### src/sv/rsti_pkg.sv
// rsti_pkg: shared types and constants for the radix string to integer unit.
// Used by rsti_front, rsti_back and the top level. No dependencies.
`timescale 1ns / 1ps

package rsti_pkg;

  // Converted value width default (top-level parameter default)
  localparam int VALUE_BITS_DEF = 64;

  // Configuration port
  localparam int CFG_IDX_W  = 4;
  localparam int CFG_DATA_W = 8;
  localparam int RADIX_W    = 6;

  localparam logic [CFG_IDX_W-1:0] REG_RADIX       = CFG_IDX_W'(0);
  localparam logic [CFG_IDX_W-1:0] REG_SIGNED_MODE = CFG_IDX_W'(1);

  localparam logic [RADIX_W-1:0] RADIX_RESET = RADIX_W'(10);
  localparam logic [RADIX_W-1:0] RADIX_MIN   = RADIX_W'(2);
  localparam logic [RADIX_W-1:0] RADIX_MAX   = RADIX_W'(36);

  // Result status codes
  localparam int STATUS_W = 2;
  localparam logic [STATUS_W-1:0] STATUS_OK      = STATUS_W'(0);
  localparam logic [STATUS_W-1:0] STATUS_INVALID = STATUS_W'(1);
  localparam logic [STATUS_W-1:0] STATUS_RANGE   = STATUS_W'(2);

  // Depth of the queue between front and back
  localparam int QUEUE_DEPTH = 2;

  // Character class decided by the front
  typedef enum logic [1:0] {
    KIND_SIGN,
    KIND_DIGIT,
    KIND_BAD
  } char_kind_e;

  // One classified character
  typedef struct packed {
    char_kind_e         kind;
    logic               neg;
    logic [RADIX_W-1:0] digit;
    logic               last;
  } char_entry_t;

  // Live configuration seen by front and back
  typedef struct packed {
    logic [RADIX_W-1:0] radix;
    logic               signed_mode;
  } cfg_t;

endpackage

### src/sv/rsti_front.sv
// rsti_front: accepts characters, tracks the sign position and classifies
// each character as sign, digit or bad digit. Depends on rsti_pkg.
`timescale 1ns / 1ps

module rsti_front import rsti_pkg::*; (
  input  logic        clk_i,
  input  logic        rst_ni,
  input  cfg_t        cfg_i,
  input  logic        accept_i,
  input  logic [7:0]  char_code_i,
  input  logic        last_char_i,
  output char_entry_t entry_o
);

  localparam logic [7:0] MINUS_CODE = 8'h2D;
  localparam logic [6:0] NO_DIGIT   = 7'd99;

  // ASCII digit or letter to its value, NO_DIGIT otherwise
  function automatic logic [6:0] digit_value(input logic [7:0] c);
    logic [6:0] v;
    v = NO_DIGIT;
    if (c >= 8'h30 && c <= 8'h39) begin
      v = 7'(c - 8'h30);
    end else if (c >= 8'h41 && c <= 8'h5A) begin
      v = 7'(c - 8'h41) + 7'd10;
    end else if (c >= 8'h61 && c <= 8'h7A) begin
      v = 7'(c - 8'h61) + 7'd10;
    end
    return v;
  endfunction

  logic       awaiting_sign_q, awaiting_sign_d;
  logic [6:0] dval;

  // Next character after a last one is a sign
  always_comb begin
    awaiting_sign_d = awaiting_sign_q;
    if (accept_i) begin
      awaiting_sign_d = last_char_i;
    end
  end

  always_ff @(posedge clk_i or negedge rst_ni) begin
    if (!rst_ni) begin
      awaiting_sign_q <= 1'b1;
    end else begin
      awaiting_sign_q <= awaiting_sign_d;
    end
  end

  // Classification
  assign dval = digit_value(char_code_i);

  always_comb begin
    entry_o.neg   = 1'b0;
    entry_o.digit = dval[RADIX_W-1:0];
    entry_o.last  = last_char_i;
    if (awaiting_sign_q) begin
      entry_o.kind  = KIND_SIGN;
      entry_o.neg   = (char_code_i == MINUS_CODE);
      entry_o.digit = '0;
    end else if (dval >= {1'b0, cfg_i.radix}) begin
      entry_o.kind = KIND_BAD;
    end else begin
      entry_o.kind = KIND_DIGIT;
    end
  end

endmodule

### src/sv/rsti_queue.sv
// rsti_queue: small register FIFO that decouples front and back.
// Generic in width and depth; no package dependencies.
`timescale 1ns / 1ps

module rsti_queue #(
  parameter int WIDTH = 8,
  parameter int DEPTH = 2
) (
  input  logic             clk_i,
  input  logic             rst_ni,
  input  logic             push_i,
  input  logic [WIDTH-1:0] data_i,
  input  logic             pop_i,
  output logic [WIDTH-1:0] data_o,
  output logic             valid_o,
  output logic             full_o
);

  localparam int PTR_W = (DEPTH > 1) ? $clog2(DEPTH) : 1;
  localparam int CNT_W = $clog2(DEPTH + 1);
  localparam logic [PTR_W-1:0] LAST_PTR = PTR_W'(DEPTH - 1);
  localparam logic [CNT_W-1:0] FULL_CNT = CNT_W'(DEPTH);

  logic [WIDTH-1:0] slot_q [DEPTH];
  logic [PTR_W-1:0] wr_ptr_q, wr_ptr_d, rd_ptr_q, rd_ptr_d;
  logic [CNT_W-1:0] count_q, count_d;
  logic             do_push, do_pop;

  assign valid_o = (count_q != '0);
  assign full_o  = (count_q == FULL_CNT);
  assign do_push = push_i && !full_o;
  assign do_pop  = pop_i && valid_o;
  assign data_o  = slot_q[rd_ptr_q];

  // Pointer and fill count update
  always_comb begin
    wr_ptr_d = wr_ptr_q;
    rd_ptr_d = rd_ptr_q;
    count_d  = count_q;
    if (do_push) begin
      wr_ptr_d = (wr_ptr_q == LAST_PTR) ? '0 : wr_ptr_q + PTR_W'(1);
    end
    if (do_pop) begin
      rd_ptr_d = (rd_ptr_q == LAST_PTR) ? '0 : rd_ptr_q + PTR_W'(1);
    end
    if (do_push && !do_pop) begin
      count_d = count_q + CNT_W'(1);
    end else if (do_pop && !do_push) begin
      count_d = count_q - CNT_W'(1);
    end
  end

  always_ff @(posedge clk_i or negedge rst_ni) begin
    if (!rst_ni) begin
      wr_ptr_q <= '0;
      rd_ptr_q <= '0;
      count_q  <= '0;
    end else begin
      wr_ptr_q <= wr_ptr_d;
      rd_ptr_q <= rd_ptr_d;
      count_q  <= count_d;
    end
  end

  // Storage, no reset needed
  always_ff @(posedge clk_i) begin
    if (do_push) begin
      slot_q[wr_ptr_q] <= data_i;
    end
  end

endmodule

### src/sv/rsti_back.sv
// rsti_back: digit accumulation with exact overflow detection, result
// finishing (clamp, negate) and the output register. Depends on rsti_pkg.
`timescale 1ns / 1ps

module rsti_back import rsti_pkg::*; #(
  parameter int VALUE_BITS = VALUE_BITS_DEF
) (
  input  logic                  clk_i,
  input  logic                  rst_ni,
  input  cfg_t                  cfg_i,
  input  logic                  entry_valid_i,
  input  char_entry_t           entry_i,
  output logic                  pop_o,
  output logic                  out_valid_o,
  input  logic                  out_stall_i,
  output logic [VALUE_BITS-1:0] value_bits_o,
  output logic [STATUS_W-1:0]   status_o
);

  localparam int PROD_W = VALUE_BITS + RADIX_W;
  localparam logic [VALUE_BITS-1:0] SMIN = {1'b1, {(VALUE_BITS-1){1'b0}}};
  localparam logic [VALUE_BITS-1:0] SMAX = ~SMIN;
  localparam logic [VALUE_BITS-1:0] UMAX = '1;

  typedef struct packed {
    logic [VALUE_BITS-1:0] acc;
    logic                  neg;
    logic                  ovf;
    logic                  bad;
    logic                  empty;
  } fin_t;

  logic [VALUE_BITS-1:0] acc_q, acc_d;
  logic                  neg_q, neg_d, ovf_q, ovf_d, bad_q, bad_d, empty_q, empty_d;
  logic [PROD_W-1:0]     prod;
  logic                  fin_valid_q, fin_valid_d;
  fin_t                  fin_q, fin_d;
  logic                  out_valid_q, out_valid_d;
  logic [VALUE_BITS-1:0] value_q, value_d;
  logic [STATUS_W-1:0]   status_q, status_d;
  logic                  out_ready, fin_ready, load_fin;

  // Handshake between stages
  assign out_ready = !out_valid_q || !out_stall_i;
  assign fin_ready = !fin_valid_q || out_ready;
  assign pop_o     = entry_valid_i && (!entry_i.last || fin_ready);
  assign load_fin  = pop_o && entry_i.last;

  // acc*radix+digit; any bit above the value width means overflow
  assign prod = PROD_W'(acc_q) * PROD_W'(cfg_i.radix) + PROD_W'(entry_i.digit);

  // Accumulator and string flags
  always_comb begin
    acc_d   = acc_q;
    neg_d   = neg_q;
    ovf_d   = ovf_q;
    bad_d   = bad_q;
    empty_d = empty_q;
    if (pop_o) begin
      case (entry_i.kind)
        KIND_SIGN: begin
          acc_d   = '0;
          neg_d   = entry_i.neg;
          ovf_d   = 1'b0;
          bad_d   = 1'b0;
          empty_d = 1'b1;
        end
        KIND_DIGIT: begin
          empty_d = 1'b0;
          if (!bad_q && !ovf_q) begin
            if (|prod[PROD_W-1:VALUE_BITS]) begin
              ovf_d = 1'b1;
            end else begin
              acc_d = prod[VALUE_BITS-1:0];
            end
          end
        end
        KIND_BAD: begin
          empty_d = 1'b0;
          bad_d   = 1'b1;
        end
        default: begin
          bad_d = 1'b1;
        end
      endcase
    end
  end

  always_ff @(posedge clk_i or negedge rst_ni) begin
    if (!rst_ni) begin
      acc_q   <= '0;
      neg_q   <= 1'b0;
      ovf_q   <= 1'b0;
      bad_q   <= 1'b0;
      empty_q <= 1'b0;
    end else begin
      acc_q   <= acc_d;
      neg_q   <= neg_d;
      ovf_q   <= ovf_d;
      bad_q   <= bad_d;
      empty_q <= empty_d;
    end
  end

  // Finish stage: capture the string's final state on its last character
  assign fin_d.acc   = acc_d;
  assign fin_d.neg   = neg_d;
  assign fin_d.ovf   = ovf_d;
  assign fin_d.bad   = bad_d;
  assign fin_d.empty = empty_d;

  always_comb begin
    fin_valid_d = fin_valid_q;
    if (load_fin) begin
      fin_valid_d = 1'b1;
    end else if (out_ready) begin
      fin_valid_d = 1'b0;
    end
  end

  always_ff @(posedge clk_i or negedge rst_ni) begin
    if (!rst_ni) begin
      fin_valid_q <= 1'b0;
    end else begin
      fin_valid_q <= fin_valid_d;
    end
  end

  always_ff @(posedge clk_i) begin
    if (load_fin) begin
      fin_q <= fin_d;
    end
  end

  // Result: empty/bad, then signed clamp, or unsigned saturate on overflow and wrap on negation
  always_comb begin
    value_d  = fin_q.acc;
    status_d = STATUS_OK;
    if (fin_q.empty || fin_q.bad) begin
      value_d  = '0;
      status_d = STATUS_INVALID;
    end else if (cfg_i.signed_mode) begin
      if (fin_q.neg) begin
        if (fin_q.ovf || fin_q.acc > SMIN) begin
          value_d  = SMIN;
          status_d = STATUS_RANGE;
        end else begin
          value_d = '0 - fin_q.acc;
        end
      end else if (fin_q.ovf || fin_q.acc > SMAX) begin
        value_d  = SMAX;
        status_d = STATUS_RANGE;
      end
    end else if (fin_q.ovf) begin
      value_d  = UMAX;
      status_d = STATUS_RANGE;
    end else if (fin_q.neg) begin
      value_d = '0 - fin_q.acc;
    end
  end

  // Output register
  always_comb begin
    out_valid_d = out_valid_q;
    if (out_ready) begin
      out_valid_d = fin_valid_q;
    end
  end

  always_ff @(posedge clk_i or negedge rst_ni) begin
    if (!rst_ni) begin
      out_valid_q <= 1'b0;
    end else begin
      out_valid_q <= out_valid_d;
    end
  end

  always_ff @(posedge clk_i) begin
    if (out_ready && fin_valid_q) begin
      value_q  <= value_d;
      status_q <= status_d;
    end
  end

  assign out_valid_o  = out_valid_q;
  assign value_bits_o = value_q;
  assign status_o     = status_q;

  // Checks on the back logic
  a_invalid_zero: assert property (@(posedge clk_i) disable iff (!rst_ni)
    out_valid_q && status_q == STATUS_INVALID |-> value_q == '0)
    else $error("invalid result with nonzero value");

  a_range_saturated: assert property (@(posedge clk_i) disable iff (!rst_ni)
    out_valid_q && status_q == STATUS_RANGE |->
      (value_q == UMAX || value_q == SMIN || value_q == SMAX))
    else $error("range result not saturated");

  a_empty_clean: assert property (@(posedge clk_i) disable iff (!rst_ni)
    fin_valid_q && fin_q.empty |-> !fin_q.ovf && !fin_q.bad)
    else $error("sign-only string carries digit flags");

  a_ovf_freezes_acc: assert property (@(posedge clk_i) disable iff (!rst_ni)
    ovf_q && pop_o && entry_i.kind == KIND_DIGIT |=> $stable(acc_q))
    else $error("accumulator moved after overflow");

  a_fin_holds: assert property (@(posedge clk_i) disable iff (!rst_ni)
    fin_valid_q && !out_ready |=> fin_valid_q && $stable(fin_q))
    else $error("finish stage lost a result under stall");

endmodule

### src/sv/radix_string_to_integer_unit.sv
// radix_string_to_integer_unit: top level with configuration registers,
// front classifier, queue and back accumulator. Depends on rsti_pkg.
//
// Converts a character stream to integers, one character per clock cycle
// sustained unless the output stalls. The first character of each string is
// its sign ('-' negative); the rest are digits of the configured radix (2 to
// 36, letters either case). The front classifies a character in the cycle it
// is accepted and drops it into a two-entry queue; the back does one
// multiply-add with exact overflow check per cycle, so that single 64x6
// multiply-add sets the rate. After the last character is accepted, its
// result passes the queue, finish stage and output register; one result per
// string is given. Status is 0 ok, 1 empty or bad digit (value 0), 2 out of
// range (saturated value). Write radix (index 0) and signed_mode (index 1)
// only while the unit is idle; the config port is always ready.
`timescale 1ns / 1ps

module radix_string_to_integer_unit import rsti_pkg::*; #(
  parameter int VALUE_BITS = VALUE_BITS_DEF
) (
  input  logic                  clk_i,
  input  logic                  rst_ni,
  // character input
  input  logic                  in_valid_i,
  output logic                  in_stall_o,
  input  logic [7:0]            char_code_i,
  input  logic                  last_char_i,
  // result output
  output logic                  out_valid_o,
  input  logic                  out_stall_i,
  output logic [VALUE_BITS-1:0] value_bits_o,
  output logic [1:0]            status_o,
  // configuration writes
  input  logic                  cfg_valid_i,
  output logic                  cfg_ready_o,
  input  logic [CFG_IDX_W-1:0]  cfg_index_i,
  input  logic [CFG_DATA_W-1:0] cfg_data_i
);

  localparam int ENTRY_W = $bits(char_entry_t);

  logic [RADIX_W-1:0] radix_q, radix_d;
  logic               signed_q, signed_d;
  cfg_t               cfg;
  logic               cfg_write, in_accept;
  char_entry_t        front_entry, back_entry;
  logic [ENTRY_W-1:0] queue_out;
  logic               queue_valid, queue_full, queue_pop;

  // Configuration registers
  assign cfg_ready_o = 1'b1;
  assign cfg_write   = cfg_valid_i && cfg_ready_o;

  always_comb begin
    radix_d  = radix_q;
    signed_d = signed_q;
    if (cfg_write) begin
      if (cfg_index_i == REG_RADIX) begin
        radix_d = cfg_data_i[RADIX_W-1:0];
      end else if (cfg_index_i == REG_SIGNED_MODE) begin
        signed_d = cfg_data_i[0];
      end
    end
  end

  always_ff @(posedge clk_i or negedge rst_ni) begin
    if (!rst_ni) begin
      radix_q  <= RADIX_RESET;
      signed_q <= 1'b1;
    end else begin
      radix_q  <= radix_d;
      signed_q <= signed_d;
    end
  end

  // Out-of-range radix clamps to the nearest legal base
  always_comb begin
    cfg.radix = radix_q;
    if (radix_q < RADIX_MIN) begin
      cfg.radix = RADIX_MIN;
    end else if (radix_q > RADIX_MAX) begin
      cfg.radix = RADIX_MAX;
    end
    cfg.signed_mode = signed_q;
  end

  // Input transfer
  assign in_stall_o = queue_full;
  assign in_accept  = in_valid_i && !in_stall_o;

  rsti_front u_front (
    .clk_i       (clk_i),
    .rst_ni      (rst_ni),
    .cfg_i       (cfg),
    .accept_i    (in_accept),
    .char_code_i (char_code_i),
    .last_char_i (last_char_i),
    .entry_o     (front_entry)
  );

  rsti_queue #(
    .WIDTH (ENTRY_W),
    .DEPTH (QUEUE_DEPTH)
  ) u_queue (
    .clk_i   (clk_i),
    .rst_ni  (rst_ni),
    .push_i  (in_accept),
    .data_i  (front_entry),
    .pop_i   (queue_pop),
    .data_o  (queue_out),
    .valid_o (queue_valid),
    .full_o  (queue_full)
  );

  assign back_entry = char_entry_t'(queue_out);

  rsti_back #(
    .VALUE_BITS (VALUE_BITS)
  ) u_back (
    .clk_i         (clk_i),
    .rst_ni        (rst_ni),
    .cfg_i         (cfg),
    .entry_valid_i (queue_valid),
    .entry_i       (back_entry),
    .pop_o         (queue_pop),
    .out_valid_o   (out_valid_o),
    .out_stall_i   (out_stall_i),
    .value_bits_o  (value_bits_o),
    .status_o      (status_o)
  );

endmodule
### config.mk
export PLATFORM = sky130hd
export DESIGN_NAME = radix_string_to_integer_unit
export DESIGN_NICKNAME = d
export VERILOG_FILES = /design/src/sv/rsti_pkg.sv /design/src/sv/rsti_front.sv /design/src/sv/rsti_queue.sv /design/src/sv/rsti_back.sv /design/src/sv/radix_string_to_integer_unit.sv
export SDC_FILE = /design/constraint.sdc
export NUM_CORES = 1
export LEC_CHECK = 0
export BUFFER_PORTS_ARGS = -buffer_cell sky130_fd_sc_hd__buf_2
export CAP_MARGIN = 30
export CELL_PAD_IN_SITES_DETAIL_PLACEMENT = 0
export CELL_PAD_IN_SITES_GLOBAL_PLACEMENT = 1
export CORE_MARGIN = 10
export CORE_UTILIZATION = 35
export CTS_CLUSTER_DIAMETER = 60
export DETAILED_ROUTE_END_ITERATION = 6
export GPL_TIMING_DRIVEN = 0
export HOLD_SLACK_MARGIN = 0.06
export PLACE_DENSITY_LB_ADDON = 0.1
export SYNTH_ARGS = -nofsm -noshare
export SYNTH_HDL_FRONTEND = slang
export SYNTH_SLANG_ARGS = --single-unit
### constraint.sdc
create_clock -name clk_i -period 20.2 [get_ports clk_i]
set_input_delay 1.01 -clock clk_i [delete_from_list [all_inputs] [get_ports clk_i]]
set_output_delay 1.01 -clock clk_i [all_outputs]
set_load 0.02 [all_outputs]
==> impl_metrics.csv, run 1 <==
group,metric,value,unit
run_status,status,"complete, but fails checks",
run_status,violations,"DRC",
worst_setup_path,critPathKind,"flop to flop",
clocking,cts_max_path_buffers,3,
synth,synthCells,2498,
timing,fin_skew,0.0224,ns
worst_setup_path,reg2reg_depth,23,
pwr,switching_power,1250,uW
cells_and_area,fin_nets,3088,
detailed_routing,wl_per_cell,24.0,um
clocking,cts_root_buffer,"clkbuf_16",
cells_and_area,drive_above_1_share,9.26,%
cells_and_area,multi_input_area,16800,um^2
detailed_routing,via_per_inst,5.36,
floorplanning,io_pins,95,
detailed_routing,num_vias,19400,
synth,syn_area,24400,um^2
clocking,clk_latency,0.57,ns
cells_and_area,nFillCells,6831,
global_routing,grt_usage,21.4,%
clocking,holdBufCountCts,0,
job,maxCapViolCount,0,
synth,yosysWarnings,0,
worst_setup_path,r2r_setup_slack,11.14,ns
timing,period_share,44.9,%
pwr,pwr-share-clk,24.2,%
pwr,switching_share,45.1,%
floorplanning,rows,96,
detailed_routing,firstDrtPassIters,7,
clocking,post-cts-setup-buffers,0,
worst_setup_path,rr_startpoint,"radix_q[2]",
pwr,p_int,1520,uW
timing,max_freq,0.110,GHz
worst_setup_path,worstSetupStartpointType,"flop",
timing,setup_tns,0,ns
timing,finalHoldViolations,0,
timing,slew-limit-headroom,27.7,%
pwr,leakagePower,0.0124,uW
pwr,power_density,100,nW/um^2
synth,synth_edf_count,154,
synth,syn_area_per_cell,9.77,um^2
pwr,p_seq_share,31.4,%
detailed_routing,totalWireLength,86.8,mm
synth,synthFlopType,"edfxtp_1",
floorplanning,fp.dieH,284,um
cells_and_area,fin_util,40.1,%
timing,rsz0062_at_grt,"no",
floorplanning,die_x,284,um
synth,synth_top_cell_by_area,"fa_1",
timing,setup_viol,0,
timing,finalMaxSlewViolations,0,
global_routing,grt_pass1_wl,132,mm
detailed_routing,ant_nets,0,
clocking,path_clk_slew,0.06,ns
cells_and_area,area_delta_synth_final,13.2,%
clocking,clock_sinks,236,
global_routing,grt_pass1_vias,20700,
worst_setup_path,crit_slowest_cell,"clkbuf_1",
clocking,cts_tree,"done",
timing,period_needed,9.06,ns
place,place.gp.congestion,0.917,
detailed_routing,drcViolationCount,3,
global_routing,antenna_found_initial,7,
synth,syn-num-nets,2938,
synth,synthArstFlopShare,34.7,%
place,port_buffers,90,
detailed_routing,drt_iter0_drc,1277,
pwr,peakVddDrop,0.0602,mV
worst_setup_path,cp.required,20.46,ns
global_routing,overflow,0,
clocking,cts_resized,0,
floorplanning,dieArea,80700,um^2
worst_setup_path,rr_endpoint,"u_back.fin_q[60]",
cells_and_area,final-seq-area,6680,um^2
synth,yosys.area.top_type_share,20.7,%
min_path,min_path_type,"input port to async pin",
floorplanning,core_area,68800,um^2
worst_setup_path,crit_fanout,10,
global_routing,grt_max_degree,55,
worst_setup_path,slowest_delay,0.76,ns
worst_setup_path,arrival,9.32,ns
clocking,cts_buffers,39,
pwr,combPwrFrac,44.4,%
worst_setup_path,end_kind,"flop",
synth,synth_area_leaders,"fa_1 (21%), edfxtp_1 (19%), ha_1 (8.3%)",
worst_setup_path,crit_chain,"o31ai_1, nand2_1, a21oi_1, clkbuf_1, clkbuf_1, and2_1, fa_1, fa_1, fa_1, ha_1, ha_1, buf_2, a21oi_1, o21ai_0, a211oi_1, o21ai_0, o21ai_1, o211ai_1, o211a_1, nor4_2, buf_6, buf_12, mux2i_1",
timing,worst_pin_slew,1.08,ns
synth,ys_types,88,
synth,seq_area_frac_synth,27.4,%
worst_setup_path,cpMostUsedCell,"fa_1",
synth,ys_ff_latch,236,
floorplanning,start_util,35.5,%
clocking,cts_max_level,2,
place,dp.final_hpwl,69.9,mm
[stage by stage]
step	setup WS [ns]	total power (uW)	cells	cell area [um^2]	hold slack (ns)
CTS	11.17	2800	3607	27600	0.406
floorplan	13.70	1590	2498	24400	0.443
global placement	10.86	2090	3519	26000	0.459
global route	10.55	2940	3609	27600	0.435
detailed placement	11.22	2110	3536	26300	0.471
finish	11.14	2770	3611	27600	0.411
[worst max-delay path by stage]
stage	from	endpoint	slack (ns)	cells after the start
2_1_floorplan	radix_q[3]	u_back.fin_q[66]	13.70	25
3_3_place_gp	radix_q[5]	u_back.fin_q[59]	10.86	26
3_5_place_dp	radix_q[2]	u_back.fin_q[62]	11.22	23
4_1_cts	radix_q[2]	u_back.fin_q[62]	11.17	23
5_1_grt	radix_q[2]	u_back.fin_q[62]	10.55	23
6_report	radix_q[2]	u_back.fin_q[60]	11.14	23
[state kept, by name, summed over array words and instances, names as in the netlist, 2 cells and up]
| name | cells |
|---|---|
| u_back.acc_q | 64 |
| u_back.fin_q | 68 |
| radix_q | 6 |
| u_queue.count_q | 2 |
| u_back.status_o | 2 |
| u_back.value_bits_o | 64 |
| u_queue.slot_q | 20 |
[cell families after synthesis]
group	count (synthesis)	share of synthesized area [%]
mux	85	3.56
buf+inv	211	3.79
other cells	1	0.0154
xor+xnor	68	2.44
flops	236	27.4
fa+ha+maj	414	29.0
simple gates	1022	22.1
compound gates	461	11.7
[placed cells by master (no fill, tap or decap), drive strengths merged, types with 15 or more instances in the layout]
cell,synthesis,final
inv,88,98
a21o,26,26
nand4,31,31
buf,26,135
o21bai,21,21
dfrtp,78,78
a311oi,20,20
and3,15,15
ha,162,162
o21ai,94,94
xnor2,48,48
fa,252,252
nand2b,20,20
and2,315,315
nor4,20,20
or3,21,21
a211oi,21,21
nand2,267,267
a31oi,26,26
nor3,50,50
xor2,20,20
mux2i,71,71
o22ai,22,22
nor2b,75,75
nand3,29,29
nor2,145,145
clkbuf,97,143
edfxtp,154,154
a21oi,169,169
[power by group through the flow]
stage / sequential, uW / clock [uW] / combinational (uW)
finish: 868 / 671 / 1230
global route: 889 / 706 / 1350
CTS: 867 / 690 / 1240
detailed placement: 875 / 0 / 1240
global placement: 899 / 0 / 1190
floorplan: 924 / 0 / 667
[synthesized netlist by cell type, types with 26 or more instances]
master and count:
and2_1 315, nand2_1 267, fa_1 252, a21oi_1 168, ha_1 162, edfxtp_1 154
nor2_1 145, clkbuf_1 95, o21ai_0 91, inv_1 88, dfrtp_1 78, nor2b_1 75
mux2i_1 71, nor3_1 48, xnor2_1 48, nand4_1 30, nand3_1 27, a21o_1 26
a31oi_1 26
[final cells by class]
type,count,share of cell area [%]
diodes,2,0.0181
plain buffers,123,2.16
clock buffers,46,3.74
clock inverters,25,0.965
inverters,88,1.20
multi-input cells,2051,60.9
flip-flops and latches,236,24.2
well taps,931,4.22
repair buffers,109,2.67
[worst max-delay path: cells and delay by family (launching register included)]
kind / cells / cell delay (ns)
adders and majority gates: 5 / 2.02
buffers and inverters: 5 / 1.95
AOI/OAI and AO/OA: 9 / 3.02
and+or+nand+nor: 3 / 0.65
DFF: 1 / 0.44
muxes: 1 / 0.66
[layer usage]
metal	vias up	track usage, %	wire, um
met1	9692	27.7	37800
met2	537	34.9	40400
li1	8993	-	-
met5	-	0	12
met3	126	4.56	5490
met4	2	7.69	3160
No activity file was read; power rests on OpenSTA's default activity.
==> run 2: changes to the inputs <==
- clock period: 20.2 -> 8.36 ns (I/O delays scaled with it)
==> impl_metrics.csv, run 2 (synthesis results as in run 1) <==
group,metric,value,unit
global_routing,grt_pass1_vias,20800,
min_path,min_path_type,"input port to flop",
clocking,cts_buffers,39,
detailed_routing,drt_iter0_drc,1216,
job,maxCapViolCount,0,
place,port_buffers,90,
clocking,cts_max_path_buffers,3,
pwr,p_int,3700,uW
timing,setup_viol,0,
detailed_routing,drcViolationCount,0,
global_routing,grt_max_degree,55,
worst_setup_path,cpMostUsedCell,"fa_1",
pwr,power_density,242,nW/um^2
timing,period_needed,8.08,ns
timing,setup_tns,0,ns
timing,worst_pin_slew,0.998,ns
global_routing,antenna_found_initial,9,
worst_setup_path,critPathKind,"flop to flop",
timing,finalMaxSlewViolations,0,
pwr,leakagePower,0.0125,uW
worst_setup_path,reg2reg_depth,22,
timing,slew-limit-headroom,32.8,%
detailed_routing,firstDrtPassIters,5,
clocking,clock_sinks,236,
timing,period_share,96.7,%
timing,fin_skew,0.0226,ns
clocking,path_clk_slew,0.05,ns
place,dp.final_hpwl,69.9,mm
clocking,cts_root_buffer,"clkbuf_16",
clocking,clk_latency,0.57,ns
global_routing,overflow,0,
cells_and_area,drive_above_1_share,11.2,%
floorplanning,rows,96,
detailed_routing,wl_per_cell,24.0,um
place,dp_slack,-0.618,ns
worst_setup_path,crit_slowest_cell,"clkbuf_1",
timing,finalHoldViolations,0,
timing,max_freq,0.124,GHz
place,dpl.cell_count,3536,
floorplanning,core_area,68800,um^2
worst_setup_path,worstSetupStartpointType,"flop",
worst_setup_path,end_kind,"flop",
cells_and_area,final_cell_mix,"and2_1 (315), nand2_1 (267), fa_1 (252)",
cells_and_area,final_common_cell,"and2_1",
floorplanning,die_x,284,um
floorplanning,start_util,35.5,%
detailed_routing,via_per_inst,5.37,
worst_setup_path,slowest_delay,0.65,ns
pwr,switching_power,3040,uW
worst_setup_path,crit_fanout,10,
cells_and_area,area_delta_synth_final,14.2,%
clocking,cts_tree,"done",
detailed_routing,totalWireLength,86.9,mm
place,place.gp.congestion,0.917,
worst_setup_path,crit_chain,"nor2b_1, clkbuf_1, clkbuf_1, and2_1, fa_1, fa_1, fa_1, ha_1, ha_1, clkbuf_2, nand4_1, or3_1, nor3_2, o31ai_1, a211oi_1, o211a_1, o21a_1, o2111ai_1, nor4_2, buf_6, buf_12, mux2i_2",
worst_setup_path,arrival,8.37,ns
min_path,worstHoldPathCells,2,
floorplanning,fp.dieH,284,um
detailed_routing,ant_nets,0,
run_status,status,"complete, no violations",
cells_and_area,fin_cells,3616,
global_routing,grt_usage,21.4,%
cells_and_area,largest_reg_flops,68,
pwr,peakVddDrop,0.145,mV
clocking,cts_max_level,2,
floorplanning,dieArea,80700,um^2
pwr,pwr-share-clk,24.1,%
pwr,combPwrFrac,44.8,%
timing,layout_setup_ws,0.276,ns
worst_setup_path,cp.required,8.65,ns
global_routing,grt_pass1_wl,132,mm
pwr,p_seq_share,31.2,%
detailed_routing,num_vias,19400,
worst_setup_path,r2r_setup_slack,0.28,ns
floorplanning,io_pins,95,
pwr,switching_share,45.1,%
cells_and_area,fin_nets,3092,
cells_and_area,top_register,"u_back.fin_q",
cells_and_area,fin_util,40.5,%
## run 2: final timing paths
kind,startpoint,to
worst max-delay path,radix_q[4],u_back.fin_q[63]
worst min-delay path,cfg_data_i[4],radix_q[4]
worst max register to register,radix_q[4],u_back.fin_q[63]
worst min register to register,u_back.fin_valid_q,u_back.out_valid_o
max in group asynchronous,rst_ni,u_back.acc_q[19]
min in group asynchronous,rst_ni,radix_q[5]
## run 2: power by group through the flow
stage / combinational [uW] / sequential (uW) / clock (uW)
after floorplan: 1610 / 2230 / 0
after global placement: 2890 / 2170 / 0
after detailed placement: 2990 / 2120 / 0
after CTS: 3010 / 2100 / 1670
after global routing: 3290 / 2150 / 1710
final: 3020 / 2100 / 1620
## run 2: cell type report
type	count	area [um^2]
inverters	88	330
fillers	6825	41000
clock buffers	46	1030
clock inverters	25	267
repair buffers	114	782
flip-flops and latches	236	6680
well taps	931	1160
diodes	3	7.51
multi-input cells	2051	17000
plain buffers	122	617
## run 2: critical path: cells and delay by family, from the launching register on
family	cells	cell delay [ns]
AND/OR/NAND/NOR	6	1.65
multiplexers	1	0.52
AO/OA/AOI/OAI	5	1.21
flip-flops	1	0.41
adder cells (fa/ha/maj)	5	2.08
buffers and inverters	5	1.93
## run 2: routing by layer
layer / wire length, um / global-route usage [%]
met1: 38100 / 27.7
met3: 5100 / 4.43
met5: 12 / 0
met2: 40300 / 34.8
met4: 3270 / 7.95
## run 2: timing repair
| item | CTS | global route |
|---|---|---|
| gates resized for setup | 22 | 44 |
| pin swaps | 0 | 1 |
| setup endpoints to repair | 128 | 78 |
| hold buffers | 4 | 0 |
| buffers inserted | 0 | 2 |
| hold endpoints to repair | 29 | 0 |
## run 2: through the flow
stage,hold slack [ns],power [uW],instance area [um^2]
final,0.101,6730,27900
after floorplan,0.122,3840,24400
after global routing,0.0962,7150,27900
after global placement,0.459,5060,26000
after CTS,0.0677,6780,27700
after detailed placement,0.417,5100,26300
==> run 3: changes to the inputs <==
- SETUP_SLACK_MARGIN: unset -> 0.4
==> impl_metrics.csv, run 3 (synthesis results as in run 1) <==
group,metric,value,unit
cells_and_area,fin_nets,3096,
timing,worst_pin_slew,0.955,ns
timing,slew-limit-headroom,35.7,%
worst_setup_path,arrival,8.12,ns
detailed_routing,totalWireLength,87.0,mm
pwr,finalPower,6780,uW
worst_setup_path,critPathKind,"flop to flop",
worst_setup_path,cpMostUsedCell,"fa_1",
cells_and_area,fin_area,28100,um^2
place,place.gp.congestion,0.917,
worst_setup_path,worstSetupStartpointType,"flop",
timing,rsz0062_at_grt,"yes",
global_routing,antenna_found_initial,11,
clocking,cts_max_level,2,
cells_and_area,largest_reg_flops,68,
cells_and_area,area_delta_synth_final,15.0,%
worst_setup_path,crit_slowest_cell,"or4b_1",
clocking,cts_max_path_buffers,3,
clocking,clk_latency,0.57,ns
min_path,min_path_type,"input port to flop",
floorplanning,io_pins,95,
job,maxCapViolCount,0,
timing,max_freq,0.128,GHz
run_status,status,"complete, no violations",
timing,fin_skew,0.0240,ns
global_routing,grt_max_degree,55,
detailed_routing,drt_iter0_drc,1313,
pwr,leakagePower,0.0125,uW
detailed_routing,ant_nets,0,
worst_setup_path,slowest_delay,0.60,ns
floorplanning,die_x,284,um
worst_setup_path,cp.required,8.68,ns
clocking,cts_buffers,39,
timing,finalMaxSlewViolations,0,
global_routing,grt_usage,21.5,%
timing,period_needed,7.80,ns
clocking,cts_tree,"done",
pwr,power_density,242,nW/um^2
worst_setup_path,crit_start,"radix_q[2]",
cells_and_area,final_common_cell,"and2_1",
pwr,peakVddDrop,0.139,mV
worst_setup_path,rr_startpoint,"radix_q[2]",
clocking,cts_root_buffer,"clkbuf_16",
cells_and_area,drive_above_1_share,12.1,%
detailed_routing,via_per_inst,5.38,
place,port_buffers,90,
worst_setup_path,reg2reg_depth,25,
global_routing,grt_pass1_vias,20800,
min_path,worstHoldPathCells,2,
worst_setup_path,crit_fanout,10,
place,dpl_cell_area,26300,um^2
floorplanning,core_area,68800,um^2
cells_and_area,nFillCells,6802,
timing,setup_viol,0,
detailed_routing,wl_per_cell,24.1,um
clocking,clock_sinks,236,
timing,period_share,93.4,%
detailed_routing,firstDrtPassIters,5,
global_routing,overflow,0,
floorplanning,rows,96,
floorplanning,start_util,35.5,%
worst_setup_path,end_kind,"flop",
detailed_routing,num_vias,19500,
place,dp.final_hpwl,69.9,mm
timing,layout_setup_ws,0.555,ns
global_routing,grt_pass1_wl,133,mm
cells_and_area,final_cell_mix,"and2_1 (315), nand2_1 (267), fa_1 (252)",
floorplanning,fp.dieH,284,um
place,dp_slack,-0.618,ns
detailed_routing,drcViolationCount,0,
clocking,path_clk_slew,0.05,ns
min_path,min-delay-start,"cfg_data_i[4]",
floorplanning,dieArea,80700,um^2
timing,finalHoldViolations,0,
cells_and_area,top_register,"u_back.fin_q",
==> run 3: final timing paths <==
check,end,slack (ns)
setup / recovery,u_back.fin_q[53],0.56
hold / removal,radix_q[4],0.10
setup reg to reg,u_back.fin_q[53],0.56
hold reg to reg,u_back.out_valid_o,0.48
max in group asynchronous,u_back.acc_q[19],7.32
min in group asynchronous,radix_q[5],0.37
==> run 3: report_power, final <==
group	total (uW)	leakage (uW)	switching, uW	internal (uW)
registers	2100	0.00261	323	1780
logic	3060	0.00930	2080	977
clock network	1620	0.000636	650	971
==> run 3: through the flow <==
step                      hold slack (ns)  TNS [ns]  utilization (%)  cells
after floorplan                     0.122         0                -   2498
after global placement              0.459    -77.21             37.8   3519
after detailed placement            0.417    -29.43             38.2   3536
after CTS                          0.0677         0             40.4   3611
after global routing               0.0963         0             40.8   3617
final                               0.100         0             40.8   3618
==> run 3: final cells by class <==
type | instances | area (um^2) | share of cell area [%]
inverter | 88 | 330 | 1.18
clock buffer | 46 | 1030 | 3.68
clock inverter | 25 | 267 | 0.950
buffer | 123 | 656 | 2.34
antenna | 1 | 2.50 | 0.00892
multi-input combinational | 2051 | 17100 | 61.0
timing repair buffer | 117 | 817 | 2.91
tap | 931 | 1160 | 4.15
sequential | 236 | 6680 | 23.8
==> run 3: critical path, delay by kind of cell (launching register included) <==
kind / cells / cell delay [ns]
buffers and inverters: 7 / 1.58
muxes: 1 / 0.45
DFF: 1 / 0.45
xor gates and xnor gates: 1 / 0.13
and+or+nand+nor: 8 / 2.37
adders and majority gates: 5 / 1.99
AOI/OAI and AO/OA: 3 / 0.60
==> run 3: timing repair <==
item                                   CTS  global route
pin swaps                                0             1
setup endpoints to repair              130           117
endpoints found under the hold margin   29             0
setup buffers                            0             5
gates resized for setup                 62            42
hold buffers                             4             0
==> run 3: metal layers <==
layer	vias to the layer above	track usage (%)	wire length, um
li1	9019	-	-
met1	9763	27.8	38200
met2	561	34.9	40500
met3	131	4.49	5000
met4	2	8.11	3310
met5	-	0	12
